<file path="src/rtl/core/i2cbb_pkg.sv">
// Package: word types, microcode control word and microcode table for the I2C write master.
`timescale 1ns / 1ps

package i2cbb_pkg;

    localparam int BITS_PER_BYTE = 8;
    localparam int CNT_W         = $clog2(BITS_PER_BYTE);
    localparam int UPC_W         = 4;

    // command codes
    localparam logic [1:0] CMD_START = 2'd0;
    localparam logic [1:0] CMD_WRITE = 2'd1;
    localparam logic [1:0] CMD_STOP  = 2'd2;

    // microcode entry points
    localparam logic [UPC_W-1:0] UA_START = 4'd0;
    localparam logic [UPC_W-1:0] UA_WRITE = 4'd3;
    localparam logic [UPC_W-1:0] UA_BIT   = 4'd4;
    localparam logic [UPC_W-1:0] UA_STOP  = 4'd10;

    // register indexes on the config port
    localparam logic REG_BRIEF = 1'b0;
    localparam logic REG_LONG  = 1'b1;

    typedef struct packed {
        logic [1:0] cmd;
        logic [7:0] tx_byte;
        logic       sensed_sda;
    } in_word_t;

    typedef struct packed {
        logic       scl_level;
        logic       sda_level;
        logic       scl_drive;
        logic       sda_drive;
        logic       hold_long;
        logic [1:0] hold_units;
        logic       ack_seen;
        logic       ack_valid;
        logic       last;
    } out_word_t;

    typedef enum logic [1:0] {
        PIN_KEEP,
        PIN_LO,
        PIN_HI,
        PIN_MSB
    } pin_op_t;

    typedef enum logic [1:0] {
        DIR_KEEP,
        DIR_REL,
        DIR_DRV
    } dir_op_t;

    typedef enum logic {
        SEQ_IDLE,
        SEQ_RUN
    } seq_state_t;

    typedef struct packed {
        pin_op_t    scl_op;
        pin_op_t    sda_op;
        dir_op_t    scl_dir_op;
        dir_op_t    sda_dir_op;
        logic       shift_en;
        logic       cnt_load;
        logic       loop;
        logic       hold_long;
        logic [1:0] units;
        logic       ack;
        logic       last;
    } ucw_t;

    typedef struct packed {
        logic step;
        ucw_t cw;
    } seq_ctl_t;

    function automatic ucw_t uw(pin_op_t scl, pin_op_t sda, dir_op_t scld, dir_op_t sdad,
                                logic sh, logic ld, logic lp, logic lng, logic [1:0] u,
                                logic ack, logic lst);
        ucw_t w;
        w.scl_op     = scl;
        w.sda_op     = sda;
        w.scl_dir_op = scld;
        w.sda_dir_op = sdad;
        w.shift_en   = sh;
        w.cnt_load   = ld;
        w.loop       = lp;
        w.hold_long  = lng;
        w.units      = u;
        w.ack        = ack;
        w.last       = lst;
        return w;
    endfunction

    // One word per phase; every word emits one output word.
    function automatic ucw_t ucode_rom(logic [UPC_W-1:0] addr);
        ucw_t w;
        case (addr)
            // start: both high and driven, SDA low, SCL low held twice
            4'd0:    w = uw(PIN_HI,   PIN_HI,   DIR_DRV,  DIR_DRV,  1'b0, 1'b0, 1'b0,
                            1'b1, 2'd1, 1'b0, 1'b0);
            4'd1:    w = uw(PIN_KEEP, PIN_LO,   DIR_KEEP, DIR_KEEP, 1'b0, 1'b0, 1'b0,
                            1'b1, 2'd1, 1'b0, 1'b0);
            4'd2:    w = uw(PIN_LO,   PIN_KEEP, DIR_KEEP, DIR_KEEP, 1'b0, 1'b0, 1'b0,
                            1'b1, 2'd2, 1'b0, 1'b1);
            // write: take both lines, then the bit loop
            4'd3:    w = uw(PIN_KEEP, PIN_KEEP, DIR_DRV,  DIR_DRV,  1'b0, 1'b1, 1'b0,
                            1'b0, 2'd1, 1'b0, 1'b0);
            4'd4:    w = uw(PIN_KEEP, PIN_MSB,  DIR_KEEP, DIR_KEEP, 1'b1, 1'b0, 1'b0,
                            1'b0, 2'd1, 1'b0, 1'b0);
            4'd5:    w = uw(PIN_HI,   PIN_KEEP, DIR_KEEP, DIR_KEEP, 1'b0, 1'b0, 1'b0,
                            1'b0, 2'd1, 1'b0, 1'b0);
            4'd6:    w = uw(PIN_LO,   PIN_KEEP, DIR_KEEP, DIR_KEEP, 1'b0, 1'b0, 1'b1,
                            1'b0, 2'd1, 1'b0, 1'b0);
            // ack clock: release SDA, long SCL high, retake SDA and sample
            4'd7:    w = uw(PIN_KEEP, PIN_HI,   DIR_KEEP, DIR_REL,  1'b0, 1'b0, 1'b0,
                            1'b0, 2'd1, 1'b0, 1'b0);
            4'd8:    w = uw(PIN_HI,   PIN_KEEP, DIR_KEEP, DIR_KEEP, 1'b0, 1'b0, 1'b0,
                            1'b0, 2'd2, 1'b0, 1'b0);
            4'd9:    w = uw(PIN_LO,   PIN_KEEP, DIR_KEEP, DIR_DRV,  1'b0, 1'b0, 1'b0,
                            1'b0, 2'd1, 1'b1, 1'b1);
            // stop: SDA low, SCL high, SDA high
            4'd10:   w = uw(PIN_KEEP, PIN_LO,   DIR_KEEP, DIR_DRV,  1'b0, 1'b0, 1'b0,
                            1'b1, 2'd1, 1'b0, 1'b0);
            4'd11:   w = uw(PIN_HI,   PIN_KEEP, DIR_KEEP, DIR_KEEP, 1'b0, 1'b0, 1'b0,
                            1'b1, 2'd1, 1'b0, 1'b0);
            4'd12:   w = uw(PIN_KEEP, PIN_HI,   DIR_KEEP, DIR_KEEP, 1'b0, 1'b0, 1'b0,
                            1'b1, 2'd1, 1'b0, 1'b1);
            default: w = uw(PIN_KEEP, PIN_KEEP, DIR_KEEP, DIR_KEEP, 1'b0, 1'b0, 1'b0,
                            1'b0, 2'd1, 1'b0, 1'b1);
        endcase
        return w;
    endfunction

endpackage

</file>
<file path="src/rtl/core/i2cbb_seq.sv">
// Microcode sequencer: step counter, bit loop counter and conditional jump.
`timescale 1ns / 1ps

module i2cbb_seq (
    input  logic                 clk,
    input  logic                 rst_n,
    input  logic                 start,
    input  logic [1:0]           cmd,
    input  logic                 adv,
    output logic                 idle,
    output i2cbb_pkg::seq_ctl_t  ctl
);

    i2cbb_pkg::seq_state_t            state_reg, state_next;
    logic [i2cbb_pkg::UPC_W-1:0]      pc_reg, pc_next;
    logic [i2cbb_pkg::CNT_W-1:0]      cnt_reg, cnt_next;
    i2cbb_pkg::ucw_t                  cw;

    assign cw = i2cbb_pkg::ucode_rom(pc_reg);

    always_ff @(posedge clk or negedge rst_n) begin
        if (!rst_n)
        begin
            state_reg <= i2cbb_pkg::SEQ_IDLE;
            pc_reg    <= '0;
            cnt_reg   <= '0;
        end
        else
        begin
            state_reg <= state_next;
            pc_reg    <= pc_next;
            cnt_reg   <= cnt_next;
        end
    end

    always_comb begin
        state_next = state_reg;
        pc_next    = pc_reg;
        cnt_next   = cnt_reg;
        ctl.step   = 1'b0;
        ctl.cw     = cw;
        idle       = 1'b0;
        case (state_reg)
            i2cbb_pkg::SEQ_IDLE:
            begin
                idle = 1'b1;
                if (start)
                begin
                    // unused code is taken and dropped
                    case (cmd)
                        i2cbb_pkg::CMD_START:
                        begin
                            pc_next    = i2cbb_pkg::UA_START;
                            state_next = i2cbb_pkg::SEQ_RUN;
                        end
                        i2cbb_pkg::CMD_WRITE:
                        begin
                            pc_next    = i2cbb_pkg::UA_WRITE;
                            state_next = i2cbb_pkg::SEQ_RUN;
                        end
                        i2cbb_pkg::CMD_STOP:
                        begin
                            pc_next    = i2cbb_pkg::UA_STOP;
                            state_next = i2cbb_pkg::SEQ_RUN;
                        end
                        default: ;
                    endcase
                end
            end
            i2cbb_pkg::SEQ_RUN:
            begin
                ctl.step = adv;
                if (adv)
                begin
                    if (cw.cnt_load)
                        cnt_next = i2cbb_pkg::CNT_W'(i2cbb_pkg::BITS_PER_BYTE - 1);
                    if (cw.last)
                        state_next = i2cbb_pkg::SEQ_IDLE;
                    else if (cw.loop && cnt_reg != '0)
                    begin
                        pc_next  = i2cbb_pkg::UA_BIT;
                        cnt_next = cnt_reg - 1'b1;
                    end
                    else
                        pc_next = pc_reg + 1'b1;
                end
            end
            default: state_next = i2cbb_pkg::SEQ_IDLE;
        endcase
    end

endmodule

</file>
<file path="src/rtl/core/i2cbb_dp.sv">
// Datapath: pin latches, drive enables, shift register and output word register.
`timescale 1ns / 1ps

module i2cbb_dp (
    input  logic                  clk,
    input  logic                  rst_n,
    input  logic                  load,
    input  i2cbb_pkg::in_word_t   in_word,
    input  i2cbb_pkg::seq_ctl_t   ctl,
    input  logic                  out_ready,
    output logic                  out_valid,
    output i2cbb_pkg::out_word_t  out_word
);

    logic                  scl_reg, scl_next;
    logic                  sda_reg, sda_next;
    logic                  scl_dir_reg, scl_dir_next;
    logic                  sda_dir_reg, sda_dir_next;
    logic [7:0]            shift_reg;
    logic                  sensed_reg;
    logic                  out_valid_reg;
    i2cbb_pkg::out_word_t  out_word_reg;

    always_comb begin
        case (ctl.cw.scl_op)
            i2cbb_pkg::PIN_LO: scl_next = 1'b0;
            i2cbb_pkg::PIN_HI: scl_next = 1'b1;
            default:           scl_next = scl_reg;
        endcase
        case (ctl.cw.sda_op)
            i2cbb_pkg::PIN_LO:  sda_next = 1'b0;
            i2cbb_pkg::PIN_HI:  sda_next = 1'b1;
            i2cbb_pkg::PIN_MSB: sda_next = shift_reg[7];
            default:            sda_next = sda_reg;
        endcase
        case (ctl.cw.scl_dir_op)
            i2cbb_pkg::DIR_REL: scl_dir_next = 1'b0;
            i2cbb_pkg::DIR_DRV: scl_dir_next = 1'b1;
            default:            scl_dir_next = scl_dir_reg;
        endcase
        case (ctl.cw.sda_dir_op)
            i2cbb_pkg::DIR_REL: sda_dir_next = 1'b0;
            i2cbb_pkg::DIR_DRV: sda_dir_next = 1'b1;
            default:            sda_dir_next = sda_dir_reg;
        endcase
    end

    always_ff @(posedge clk or negedge rst_n) begin
        if (!rst_n)
        begin
            scl_reg       <= 1'b1;
            sda_reg       <= 1'b1;
            scl_dir_reg   <= 1'b0;
            sda_dir_reg   <= 1'b0;
            out_valid_reg <= 1'b0;
        end
        else
        begin
            if (ctl.step)
            begin
                scl_reg       <= scl_next;
                sda_reg       <= sda_next;
                scl_dir_reg   <= scl_dir_next;
                sda_dir_reg   <= sda_dir_next;
                out_valid_reg <= 1'b1;
            end
            else if (out_ready)
                out_valid_reg <= 1'b0;
        end
    end

    // payload: no reset
    always_ff @(posedge clk) begin
        if (load)
        begin
            shift_reg  <= in_word.tx_byte;
            sensed_reg <= in_word.sensed_sda;
        end
        else if (ctl.step && ctl.cw.shift_en)
            shift_reg <= {shift_reg[6:0], 1'b0};
        if (ctl.step)
        begin
            out_word_reg.scl_level  <= scl_next;
            out_word_reg.sda_level  <= sda_next;
            out_word_reg.scl_drive  <= scl_dir_next;
            out_word_reg.sda_drive  <= sda_dir_next;
            out_word_reg.hold_long  <= ctl.cw.hold_long;
            out_word_reg.hold_units <= ctl.cw.units;
            out_word_reg.ack_seen   <= ctl.cw.ack & ~sensed_reg;
            out_word_reg.ack_valid  <= ctl.cw.ack;
            out_word_reg.last       <= ctl.cw.last;
        end
    end

    assign out_valid = out_valid_reg;
    assign out_word  = out_word_reg;

endmodule

</file>
<file path="src/rtl/core/i2c_bitbang_master_write_top.sv">
// Top level: write-only I2C bit-bang master with APB timing registers.
// The sequencer enters its run state on an accepted command word; its first step then loads the output register.
// Throughput: one phase word per cycle while the output register is not stalled,
//   set by the microcode step counter that runs one control word per phase.
// Output register stalls the sequencer when the consumer holds out_ready low.
// Reset (rst_n, async low): SCL/SDA latches high, both lines released, sequencer idle,
//   brief_ticks and long_ticks zero.
`timescale 1ns / 1ps

module i2c_bitbang_master_write_top (
    input  logic                  clk,
    input  logic                  rst_n,
    // command words
    input  logic                  in_valid,
    output logic                  in_ready,
    input  i2cbb_pkg::in_word_t   in_word,
    // phase words
    output logic                  out_valid,
    input  logic                  out_ready,
    output i2cbb_pkg::out_word_t  out_word,
    // APB config port
    input  logic                  psel,
    input  logic                  penable,
    input  logic                  pwrite,
    input  logic [2:0]            paddr,
    input  logic [31:0]           pwdata,
    output logic [31:0]           prdata,
    output logic                  pready
);

    logic                 in_acc;
    logic                 adv;
    logic                 idle;
    i2cbb_pkg::seq_ctl_t  ctl;
    logic [15:0]          brief_ticks_reg;
    logic [15:0]          long_ticks_reg;

    // Timing registers are held for the pin driver that consumes the phase words;
    // a phase lasts (hold_long ? long : brief) * hold_units ticks there.
    assign pready = 1'b1;

    always_ff @(posedge clk or negedge rst_n) begin
        if (!rst_n)
        begin
            brief_ticks_reg <= '0;
            long_ticks_reg  <= '0;
        end
        else if (psel && penable && pwrite)
        begin
            case (paddr[2])
                i2cbb_pkg::REG_BRIEF: brief_ticks_reg <= pwdata[15:0];
                i2cbb_pkg::REG_LONG:  long_ticks_reg  <= pwdata[15:0];
                default: ;
            endcase
        end
    end

    always_comb begin
        case (paddr[2])
            i2cbb_pkg::REG_BRIEF: prdata = {16'd0, brief_ticks_reg};
            i2cbb_pkg::REG_LONG:  prdata = {16'd0, long_ticks_reg};
            default:              prdata = '0;
        endcase
    end

    // Commands are taken only while the sequencer is idle; the last phase word of
    // the previous command may still sit in the output register.
    assign in_ready = idle;
    assign in_acc   = in_valid && in_ready;

    // sequencer steps whenever the output register is empty or being drained
    assign adv = !out_valid || out_ready;

    i2cbb_seq u_seq (
        .clk   (clk),
        .rst_n (rst_n),
        .start (in_acc),
        .cmd   (in_word.cmd),
        .adv   (adv),
        .idle  (idle),
        .ctl   (ctl)
    );

    i2cbb_dp u_dp (
        .clk       (clk),
        .rst_n     (rst_n),
        .load      (in_acc),
        .in_word   (in_word),
        .ctl       (ctl),
        .out_ready (out_ready),
        .out_valid (out_valid),
        .out_word  (out_word)
    );

endmodule

</file>
<file path="config.mk">
export PLATFORM = sky130hd
export DESIGN_NAME = i2c_bitbang_master_write_top
export DESIGN_NICKNAME = d
export VERILOG_FILES = /design/src/rtl/core/i2cbb_pkg.sv /design/src/rtl/core/i2cbb_seq.sv /design/src/rtl/core/i2cbb_dp.sv /design/src/rtl/core/i2c_bitbang_master_write_top.sv
export SDC_FILE = /design/constraint.sdc
export NUM_CORES = 1
export LEC_CHECK = 0
export ABC_AREA = 1
export BUFFER_PORTS_ARGS = -buffer_cell sky130_fd_sc_hd__buf_2
export CAP_MARGIN = 30
export CORE_AREA = 3 3 115 117
export CTS_BUF_LIST = sky130_fd_sc_hd__clkbuf_4 sky130_fd_sc_hd__clkbuf_8
export CTS_CLUSTER_DIAMETER = 200
export DETAILED_ROUTE_END_ITERATION = 8
export DIE_AREA = 0 0 118 120
export PLACE_DENSITY = 0.58
export SYNTH_ARGS = -nofsm -noshare
export SYNTH_HDL_FRONTEND = slang
export SYNTH_HIERARCHICAL = 1
export SYNTH_SLANG_ARGS = --single-unit
</file>
<file path="constraint.sdc">
create_clock -name clk -period 1.7 [get_ports clk]
set_clock_uncertainty 0.05 [all_clocks]
set_input_delay 0.425 -clock clk [delete_from_list [all_inputs] [get_ports clk]]
set_output_delay 0.425 -clock clk [all_outputs]
set_load 0.01 [all_outputs]
</file>
Word-level counts from Yosys, hierarchy flattened
Memories as Yosys holds them, arrays and structs flattened.
Cells that the tools add are included.
Widths: inputs -> output; s select.
- memories kept: 1
- bits in registers: 64
- memory bits (read-only): 240
- $add $sub $neg: 2
- eq/ne operators: 15
- bitwise logic cells: 4
- reduce and logical (&&, ||, !) cells: 16
- mux-type cells: 25
- memory list (memory ; words ; width ; rd ports ; clocked after memory_dff ; write ports ; RTL line ; RTL):
    (no name shown) ; 16 ; 15 ; 1 ; 0 ; 0 ; i2cbb_pkg.sv:101 ; case (addr)
- operators with widths (cell ; number):
    $pmux 32 s2 ; 1
    $mux 4 ; 4
    $mux 8 ; 2
    $eq 2x2->1 const B ; 6
    $pmux 4 s3 ; 1
    $eq 2x1->1 const B ; 5
    $mux 3 ; 3
    $mux 1 ; 8
    $pmux 1 s2 ; 4
    $pmux 4 s2 ; 1
    $reduce_and 2->1 ; 3
    $logic_and 1x1->1 ; 5
    $add 4x1->4 const B ; 1
    $ne 2x2->1 const B ; 2
    $ne 4x4->1 const B ; 1
    $reduce_and 4->1 ; 1
    $reduce_bool 2->1 ; 2
    $not 1->1 ; 3
    $pmux 1 s3 ; 1
    $reduce_bool 3->1 ; 1
    $reduce_or 3->1 ; 1
    $sub 3x1->3 const B ; 1
    $logic_not 2->1 ; 1
    $ne 2x1->1 const B ; 1
    other kinds (3) ; 3

Longest topological paths before layout
Gate-level depths: netlist (run 1).
- depth after elaboration: 6
- gate-level depth with buffers: 11
- gate-level depth less buffers: 11

Hierarchy
The synthesis (run 1) kept the hierarchy.
- modules (own cells, without submodules) (module ; cells each ; area each (um^2) ; instances):
    i2c_bitbang_master_write_top ; 217 ; 1642.8 ; 1
    i2cbb_dp ; 91 ; 1003.5 ; 1
    i2cbb_seq ; 127 ; 900.9 ; 1

Worst setup path after synthesis (run 1)
OpenSTA, ideal clock, no wires.
- path type: register to register
- from: reg u_seq/pc_reg[0] (netlist bit)
- to: reg u_dp.out_word_reg (netlist bit u_dp/out_word[6]), data pin
- clock period less this slack: 1777 ps
- arrival: 1471 ps
- required time: 1394 ps
- path slack: -77 ps
- setup time: 256 ps
- stages on the path, launching flop included: 9
- cells stage by stage: dfrtp_1 -> inv_1 -> ha_1 -> inv_1 -> nand2_1 -> o22ai_1 -> ha_1 -> nand2_1 -> o21ai_2
- RTL lines (element ; RTL line ; RTL):
    from (decl) ; i2cbb_seq.sv:15 ; logic [i2cbb_pkg::UPC_W-1:0] pc_reg, pc_next;
    from (signal assigned) ; i2cbb_seq.sv:31 ; pc_reg <= pc_next;
    to (decl) ; i2cbb_dp.sv:22 ; i2cbb_pkg::out_word_t out_word_reg;

==> impl_metrics.tcl, run 1 <==
set metrics [dict create \
    crit_path_max_fanout 4 \
    antenna_found_initial 0 \
    drv_cap 0 \
    min_path_type "primary input to register" \
    grt_pass1_vias 2766 \
    fp-row-count 41 \
    finalCritPeriodShare 1.04 \
    antenna_cells 0 \
    routedWlPerCell_um 11.6 \
    grt_overflow 0 \
    slowest_stage "dfrtp_2" \
    worstHoldPathCells 1 \
    floorplan.die_area_um2 14200 \
    initial_core_util 0.284 \
    clock-sinks 64 \
    cp_cell_sequence "clkinv_4, ha_4, inv_4, o22ai_4, ha_4, nand2_4, o21ai_4" \
    io_pins 98 \
    wirelength_um 8140 \
    grt_usage 0.113 \
    reg2reg_slack_ps -70 \
    dr_total_vias 2963 \
    status "complete, but fails checks" \
    cp-start-kind "register" \
    hold_start "in_word[0]" \
    synth_warnings 6 \
    root_buffer "clkbuf_8" \
    cp.arrival_ps 1820 \
    avgSynthCellArea_um2 8.16 \
    path_clk_slew_ps 70 \
    syn_inst 434 \
    p_leak_nw 2.42 \
    violations "negative setup slack" \
    fin_ws_ps -65.4 \
    drc_errors 0 \
    cpPeakStageDelay_ps 450 \
    finalMaxSlewViolations 0 \
    die_width_um 118 \
    endpoint_kind "register" \
    ctsLongestPathBuffers 2 \
    grt_pass1_wl_um 13000 \
    critPathKind "register to register" \
    fin_crit_ps 1770 \
    final_hold_viol_count 0 \
    die_h_um 120 \
    drt_iter0_markers 143 \
    nets 594 \
    htreeDepth 3 \
    finalPower_mw 7.43 \
    grt_max_degree 35 \
    tns_ps -129 \
    dp_hpwl_um 5610 \
    clock_latency_ps 350 \
    crit_path_frequent_cell "ha_4" \
    ir_drop_uv 488 \
    setup_violations 4 \
    place_congestion 0.803 \
    powerDensity_nw_per_um2 1600 \
    worst_ep_required_time_ps 1750 \
    ant_nets 0 \
    syn_area_um2 3540 \
    drive_gt1_frac 0.314 \
    r2r-start "u_seq/pc_reg[0]" \
    coreArea_um2 12500 \
    rr_worst_depth 7 \
    via_per_inst 4.23 \
    holdPathEnd "u_dp/sensed_reg" \
    io_buffers 62 \
    timing.rr.end "u_dp/out_word[6]" \
    rsz0062_at_grt "true" \
    cts_tree "built" \
    area.growth.synth_to_final_pct 31.4 \
    drt_pass1_iterations 4 \
    cts_buffers 9 \
    fmax_ghz 0.566 \
]
==> worst max path at each step <==
stage	endpoint	start	slack [ps]
final	u_dp/out_word[6]	u_seq/pc_reg[0]	-70
after floorplan	u_dp/out_word[9]	u_seq/pc_reg[0]	-10
after CTS	u_dp/out_word[9]	u_seq/pc_reg[1]	-50
after global placement	u_dp/out_word[9]	u_seq/pc_reg[0]	-100
after detailed placement	u_dp/out_word[9]	u_seq/pc_reg[0]	-120
after global routing	u_dp/out_word[6]	u_seq/pc_reg[0]	-130
==> cells in the final DEF, fill, tap and decap left out, types with 2 or more instances in the layout <==
| cell | n |
|---|---|
| ha_1 | 9 |
| inv_2 | 5 |
| edfxtp_1 | 19 |
| nand3_4 | 2 |
| dfrtp_2 | 3 |
| buf_2 | 62 |
| dfstp_2 | 2 |
| nor2_1 | 5 |
| nand4_1 | 2 |
| o21ai_1 | 8 |
| o21ai_0 | 2 |
| ha_4 | 8 |
| o21ai_2 | 4 |
| nand2_2 | 7 |
| clkbuf_8 | 13 |
| nand3_1 | 39 |
| inv_4 | 4 |
| buf_6 | 2 |
| buf_4 | 29 |
| nand2_1 | 188 |
| inv_1 | 28 |
| dfrtp_1 | 40 |
| conb_1 | 18 |
| buf_12 | 4 |
| nor2_4 | 5 |
| nand2_4 | 6 |
==> critical path: cells and delay by family, from the launching register on <==
kind | cells | cell delay [ps]
adder cells (fa/ha/maj) | 2 | 550
flip-flops | 1 | 450
AO/OA/AOI/OAI | 2 | 230
buffers and inverters | 2 | 160
AND/OR/NAND/NOR | 1 | 60
==> per-stage QoR <==
| step | setup WS (ps) | utilization | area [um^2] | hold slack (ps) | cells |
|---|---|---|---|---|---|
| after detailed placement | -118 | 0.334 | 4160 | 286 | 677 |
| after floorplan | -12.3 | - | 3620 | 79.4 | 449 |
| after global placement | -102 | 0.334 | 4160 | 284 | 677 |
| final | -65.4 | 0.373 | 4650 | 200 | 701 |
| after global routing | -127 | 0.373 | 4650 | 191 | 701 |
| after CTS | -50.4 | 0.357 | 4450 | 184 | 697 |
==> power by group <==
part / total, mW / switching (mW) / internal [mW]
sequential: 2.46 / 0.277 / 2.18
combinational: 3.56 / 2.00 / 1.56
clock: 1.41 / 0.557 / 0.851
==> routing by layer <==
metal,GRT usage,up-vias,wire length [um]
met5,0,-,0
met4,0.0462,0,195
met3,0.0363,14,383
met2,0.179,57,4020
met1,0.144,1387,3540
li1,-,1505,-
==> final cells by class <==
cell class                      instances  area, um^2
Fill cell                            1270        7810
Multi-Input combinational cell        313        1720
Sequential cell                        64        1700
Timing Repair Buffer                   98         641
Tap cell                              172         215
Clock buffer                           14         186
Inverter                               38         158
Clock inverter                          2        35.0
==> timing repair <==
action                     4_1_cts  5_1_grt
resized for setup               11       38
hold endpoints to repair         9        0
setup endpoints to repair       12       25
setup buffers                    3        4
hold buffers                     1        0
pin swaps                        4       18
Power figures use the tool's default switching activity.
==> run 2, diff against run 1 <==
--- a/config.mk
+++ b/config.mk
@@ -5,15 +5,13 @@
 export SDC_FILE = /design/constraint.sdc
 export NUM_CORES = 1
 export LEC_CHECK = 0
-export ABC_AREA = 1
 export BUFFER_PORTS_ARGS = -buffer_cell sky130_fd_sc_hd__buf_2
 export CAP_MARGIN = 30
 export CORE_AREA = 3 3 115 117
-export CTS_BUF_LIST = sky130_fd_sc_hd__clkbuf_4 sky130_fd_sc_hd__clkbuf_8
 export CTS_CLUSTER_DIAMETER = 200
 export DETAILED_ROUTE_END_ITERATION = 8
 export DIE_AREA = 0 0 118 120
-export PLACE_DENSITY = 0.58
+export PLACE_DENSITY = 0.56
 export SYNTH_ARGS = -nofsm -noshare
 export SYNTH_HDL_FRONTEND = slang
 export SYNTH_HIERARCHICAL = 1
==> constraint.sdc (replaced) <==
create_clock -name clk -period 1.9 [get_ports clk]
set_clock_uncertainty 0.05 [all_clocks]
set_input_delay 0.475 -clock clk [delete_from_list [all_inputs] [get_ports clk]]
set_output_delay 0.475 -clock clk [all_outputs]
set_load 0.01 [all_outputs]
==> run 2 against run 1 <==
Compared with the run above: core utilization fell by 0.29 points; the run still ends with negative setup slack left; clock power is 18% higher; global-route usage fell by 0.89 points; first-iteration DRC count fell by 46%; wire length is 12% lower; hold slack got worse by 140 ps; combinational power down 12%; worst setup slack got worse by 2.0 ps.
==> impl_metrics.tcl, run 2 <==
set metrics [dict create \
    status "complete, but fails checks" \
    drc_errors 0 \
    drt_pass1_iterations 4 \
    endpoint_kind "register" \
    place_congestion 0.773 \
    grt_max_degree 46 \
    antenna_found_initial 0 \
    dp_hpwl_um 5030 \
    final_common_cell "buf_2" \
    whs_ps 65.0 \
    powerDensity_nw_per_um2 1510 \
    floorplan.die_area_um2 14200 \
    fin_area_um2 4620 \
    finalCritPeriodShare 1.04 \
    pwr-share-comb 0.448 \
    cts_tree "built" \
    final_hold_viol_count 0 \
    ctsLongestPathBuffers 2 \
    drt_iter0_markers 77 \
    grt_pass1_wl_um 11400 \
    ant_nets 0 \
    root_buffer "clkbuf_16" \
    grt_overflow 0 \
    grt_usage 0.104 \
    path_clk_slew_ps 50 \
    critPathKind "register to register" \
    p_leak_nw 2.18 \
    syn_area_um2 3510 \
    setup_violations 5 \
    drv_cap 0 \
    violations "negative setup slack" \
    fp-row-count 41 \
    io_buffers 62 \
    rsz0062_at_grt "true" \
    fmax_ghz 0.508 \
    cp.arrival_ps 2130 \
    dr_total_vias 2234 \
    swShare 0.315 \
    via_per_inst 4.17 \
    fin_crit_ps 1970 \
    avgSynthCellArea_um2 13.1 \
    die_width_um 118 \
    grt_pass1_vias 2299 \
    coreArea_um2 12500 \
    tns_ps -229 \
    crit_path_max_fanout 5 \
    routedWlPerCell_um 13.4 \
    syn_inst 267 \
    intPower_mw 4.78 \
    die_h_um 120 \
    cp-start-kind "register" \
    drive_gt1_frac 0.552 \
    antenna_cells 0 \
    worst_ep_required_time_ps 2070 \
    pwr-share-seq 0.315 \
    post-place-ws_ps -102 \
    cts_buffers 9 \
    fin_ws_ps -67.3 \
    fin_cells 536 \
    placed_area_um2 4170 \
    io_pins 98 \
    clock-sinks 64 \
    wirelength_um 7180 \
    ir_drop_uv 414 \
    clock_latency_ps 330 \
    finalMaxSlewViolations 0 \
    final_cell_mix "62 x buf_2, 47 x mux2_2, 42 x dfrtp_1" \
    area.growth.synth_to_final_pct 31.7 \
    pwr-share-clk 0.237 \
    synth_warnings 6 \
    nets 429 \
    htreeDepth 3 \
    initial_core_util 0.281 \
    min_path_type "primary input to async pin" \
    dpl.cell_count 516 \
    netSwitchingPower_mw 2.20 \
]
[run 2: metal layers]
| layer | GRT usage | share of wire | vias up |
|---|---|---|---|
| li1 | - | - | 1083 |
| met4 | 0.0659 | 0.025 | 0 |
| met2 | 0.163 | 0.50 | 43 |
| met5 | 0 | 0 | - |
| met3 | 0.0287 | 0.040 | 13 |
| met1 | 0.128 | 0.44 | 1095 |
[run 2: layout make-up]
type	instances	area [um^2]
Clock buffer	13	260
Multi-Input combinational cell	172	1720
Inverter	19	71.3
Clock inverter	3	40.0
Sequential cell	64	1700
Tap cell	172	215
Fill cell	1246	7850
Timing Repair Buffer	93	613
[run 2: power groups by stage]
stage / registers [mW] / logic (mW) / clock network, mW
6_report: 2.20 / 3.13 / 1.66
5_1_grt: 2.25 / 3.44 / 1.78
4_1_cts: 2.18 / 2.91 / 1.73
3_5_place_dp: 2.20 / 2.76 / 0
3_3_place_gp: 2.18 / 2.70 / 0
2_1_floorplan: 2.21 / 1.77 / 0
[run 2: final timing paths]
check | startpoint | to | slack, ps | depth (start not counted)
worst max-delay path | u_seq/pc_reg[1] | u_dp/sda_dir_reg | -70 | 7
min in group clk | in_word[0] | u_dp/sensed_reg | 280 | 1
worst max register to register | u_seq/pc_reg[1] | u_dp/sda_dir_reg | -70 | 7
worst min register to register | u_seq/cnt_reg[0] | u_seq/cnt_reg[0] | 430 | 1
worst min-delay path | rst_n | u_dp/out_valid | 70 | 2
max in group asynchronous | rst_n | u_dp/scl_reg | 1440 | 2
[run 2: through the flow]
| step | utilization | total power [mW] |
|---|---|---|
| 6_report | 0.370 | 6.99 |
| 5_1_grt | 0.370 | 7.47 |
| 4_1_cts | 0.361 | 6.82 |
| 3_5_place_dp | 0.334 | 4.96 |
| 2_1_floorplan | - | 3.98 |
| 3_3_place_gp | 0.334 | 4.88 |
[run 2: timing repair]
item | CTS | global route
gates resized for setup | 5 | 21
hold endpoints to repair | 0 | 0
hold buffers | 0 | 0
cloned | 0 | 0
buffers inserted | 2 | 2
setup endpoints to repair | 9 | 18
pin swaps | 2 | 3
[run 2: worst max-delay path, cell delays in order (launching register included)]
cell	delay [ps]
dfrtp_1	390
inv_2	130
ha_4	230
or2_4	250
a21oi_4	160
ha_4	220
nand2b_4	130
mux2_4	280
==> run 3, diff against run 2 <==
--- a/config.mk
+++ b/config.mk
@@ -7,10 +7,10 @@
 export LEC_CHECK = 0
 export BUFFER_PORTS_ARGS = -buffer_cell sky130_fd_sc_hd__buf_2
 export CAP_MARGIN = 30
-export CORE_AREA = 3 3 115 117
+export CORE_AREA = 3 3 160 84
 export CTS_CLUSTER_DIAMETER = 200
 export DETAILED_ROUTE_END_ITERATION = 8
-export DIE_AREA = 0 0 118 120
+export DIE_AREA = 0 0 163 87
 export PLACE_DENSITY = 0.56
 export SYNTH_ARGS = -nofsm -noshare
 export SYNTH_HDL_FRONTEND = slang
==> run 3 against run 2 <==
Compared with the run above: the flow still finishes with violations (negative setup slack); register-to-register slack barely moved; core utilization rose by 1.2 points; worst setup slack worse by 8.9 ps; sequential power about the same; hold slack better by 9.1 ps; critical path depth unchanged; first-iteration DRC count fell by 13%; sequential share of layout area is 0.51 points higher; cell count down 1.1%; largest cell class is now sequential cells; largest power group unchanged.
==> impl_metrics.tcl, run 3 (synthesized netlist as in run 2, its figures left out) <==
set metrics [dict create \
    status "complete, but fails checks" \
    violations "negative setup slack" \
    clock_latency_ps 330 \
    place_congestion 0.733 \
    drt_pass1_iterations 4 \
    cp-start-kind "register" \
    coreArea_um2 11900 \
    die_h_um 87 \
    cts_tree "built" \
    die_width_um 163 \
    htreeDepth 3 \
    clock-sinks 64 \
    grt_overflow 0 \
    finalMaxSlewViolations 0 \
    drt_iter0_markers 67 \
    antenna_cells 0 \
    critPathKind "register to register" \
    final_common_cell "buf_2" \
    finalPower_mw 6.93 \
    hold_buffers 0 \
    p_leak_nw 2.18 \
    antenna_found_initial 0 \
    root_buffer "clkbuf_16" \
    drc_errors 0 \
    cp.arrival_ps 2140 \
    tns_ps -171 \
    cpPeakStageDelay_ps 400 \
    io_buffers 62 \
    io_pins 98 \
    ant_nets 0 \
    routedWlPerCell_um 12.9 \
    ctsLongestPathBuffers 2 \
    path_clk_slew_ps 60 \
    fmax_ghz 0.506 \
    fin_ws_ps -76.2 \
    wirelength_um 6810 \
    grt_max_degree 46 \
    final_hold_viol_count 0 \
    area.growth.synth_to_final_pct 29.8 \
    grt_pass1_wl_um 11000 \
    initial_core_util 0.294 \
    cts_buffers 9 \
    fin_area_um2 4550 \
    grt_usage 0.100 \
    crit_path_max_fanout 3 \
    worst_ep_required_time_ps 2060 \
    nets 430 \
    ir_drop_uv 449 \
    powerDensity_nw_per_um2 1520 \
    grt_pass1_vias 2210 \
    min_path_type "primary input to async pin" \
    placed_area_um2 4140 \
    whs_ps 74.1 \
    dp_hpwl_um 4860 \
    cp_cell_sequence "inv_2, ha_4, or2_4, a21oi_2, ha_1, nand2b_4, mux2_4" \
    via_per_inst 4.22 \
    setup_violations 4 \
    drv_cap 0 \
    drive_gt1_frac 0.537 \
    dr_total_vias 2234 \
    dpl.cell_count 510 \
    fin_cells 530 \
    finalCritPeriodShare 1.04 \
    floorplan.die_area_um2 14200 \
    final_cell_mix "62 x buf_2, 47 x mux2_2, 43 x dfrtp_1" \
    endpoint_kind "register" \
    slowest_stage "dfrtp_1" \
    rsz0062_at_grt "true" \
    fin_crit_ps 1980 \
    fp-row-count 28 \
]
==> run 3: cell count changes in the layout (fill, tap and decap cells not counted), moves of 2 or more <==
cell / before / now
clkbuf_8: 2 / 0
bufinv_16: 1 / 3
buf_12: 5 / 3
ha_4: 3 / 1
buf_4: 24 / 29
buf_6: 2 / 0
==> run 3: through the flow <==
stage,util,setup WS [ps]
4_1_cts,0.380,-80.6
6_report,0.382,-76.2
3_3_place_gp,0.348,-68.7
5_1_grt,0.382,-159
2_1_floorplan,-,-31.6
3_5_place_dp,0.348,-75.5
==> run 3: report_power, final <==
part | total, mW | internal [mW] | leakage (nW) | switching, mW
sequential | 2.18 | 1.95 | 0.714 | 0.223
combinational | 2.88 | 1.59 | 1.30 | 1.29
clock | 1.87 | 1.28 | 0.162 | 0.596
==> run 3: cell type report <==
type	count	area [um^2]
inverters	19	71.3
fillers	1160	7360
repair buffers	94	588
clock buffers	10	229
flip-flops and latches	64	1700
well taps	165	206
clock inverters	6	108
multi-input cells	172	1650
==> run 3: final timing paths <==
kind | end | from | cells past startpoint | slack, ps
max | u_dp/sda_dir_reg | u_seq/pc_reg[0] | 7 | -80
min | long_ticks_reg[8] | rst_n | 2 | 70
max reg2reg | u_dp/sda_dir_reg | u_seq/pc_reg[0] | 7 | -80
min reg2reg | u_seq/cnt_reg[0] | u_seq/cnt_reg[0] | 1 | 430
max in group asynchronous | u_dp/sda_reg | rst_n | 2 | 1440
min in group clk | u_dp/sensed_reg | in_word[0] | 1 | 280
==> run 3: what timing repair did <==
action | in CTS | in global routing
pin swaps | 5 | 6
resized for setup | 3 | 10
gates cloned | 0 | 0
endpoints found under the setup margin | 5 | 12
setup buffers | 4 | 0
hold endpoints to repair | 0 | 0
==> run 3: critical path: cells and delay by family (launching register included) <==
kind | cells | cell delay [ps]
fa+ha+maj | 2 | 480
flops | 1 | 400
simple gates | 2 | 390
mux | 1 | 290
compound gates | 1 | 140
buf+inv | 1 | 110
==> run 3: metal layers <==
layer | track usage | vias to the layer above | share of wire
met2 | 0.162 | 55 | 0.46
met1 | 0.124 | 1081 | 0.47
met4 | 0.0414 | 0 | 0.016
met3 | 0.0328 | 10 | 0.051
met5 | 0 | - | 0
li1 | - | 1088 | -
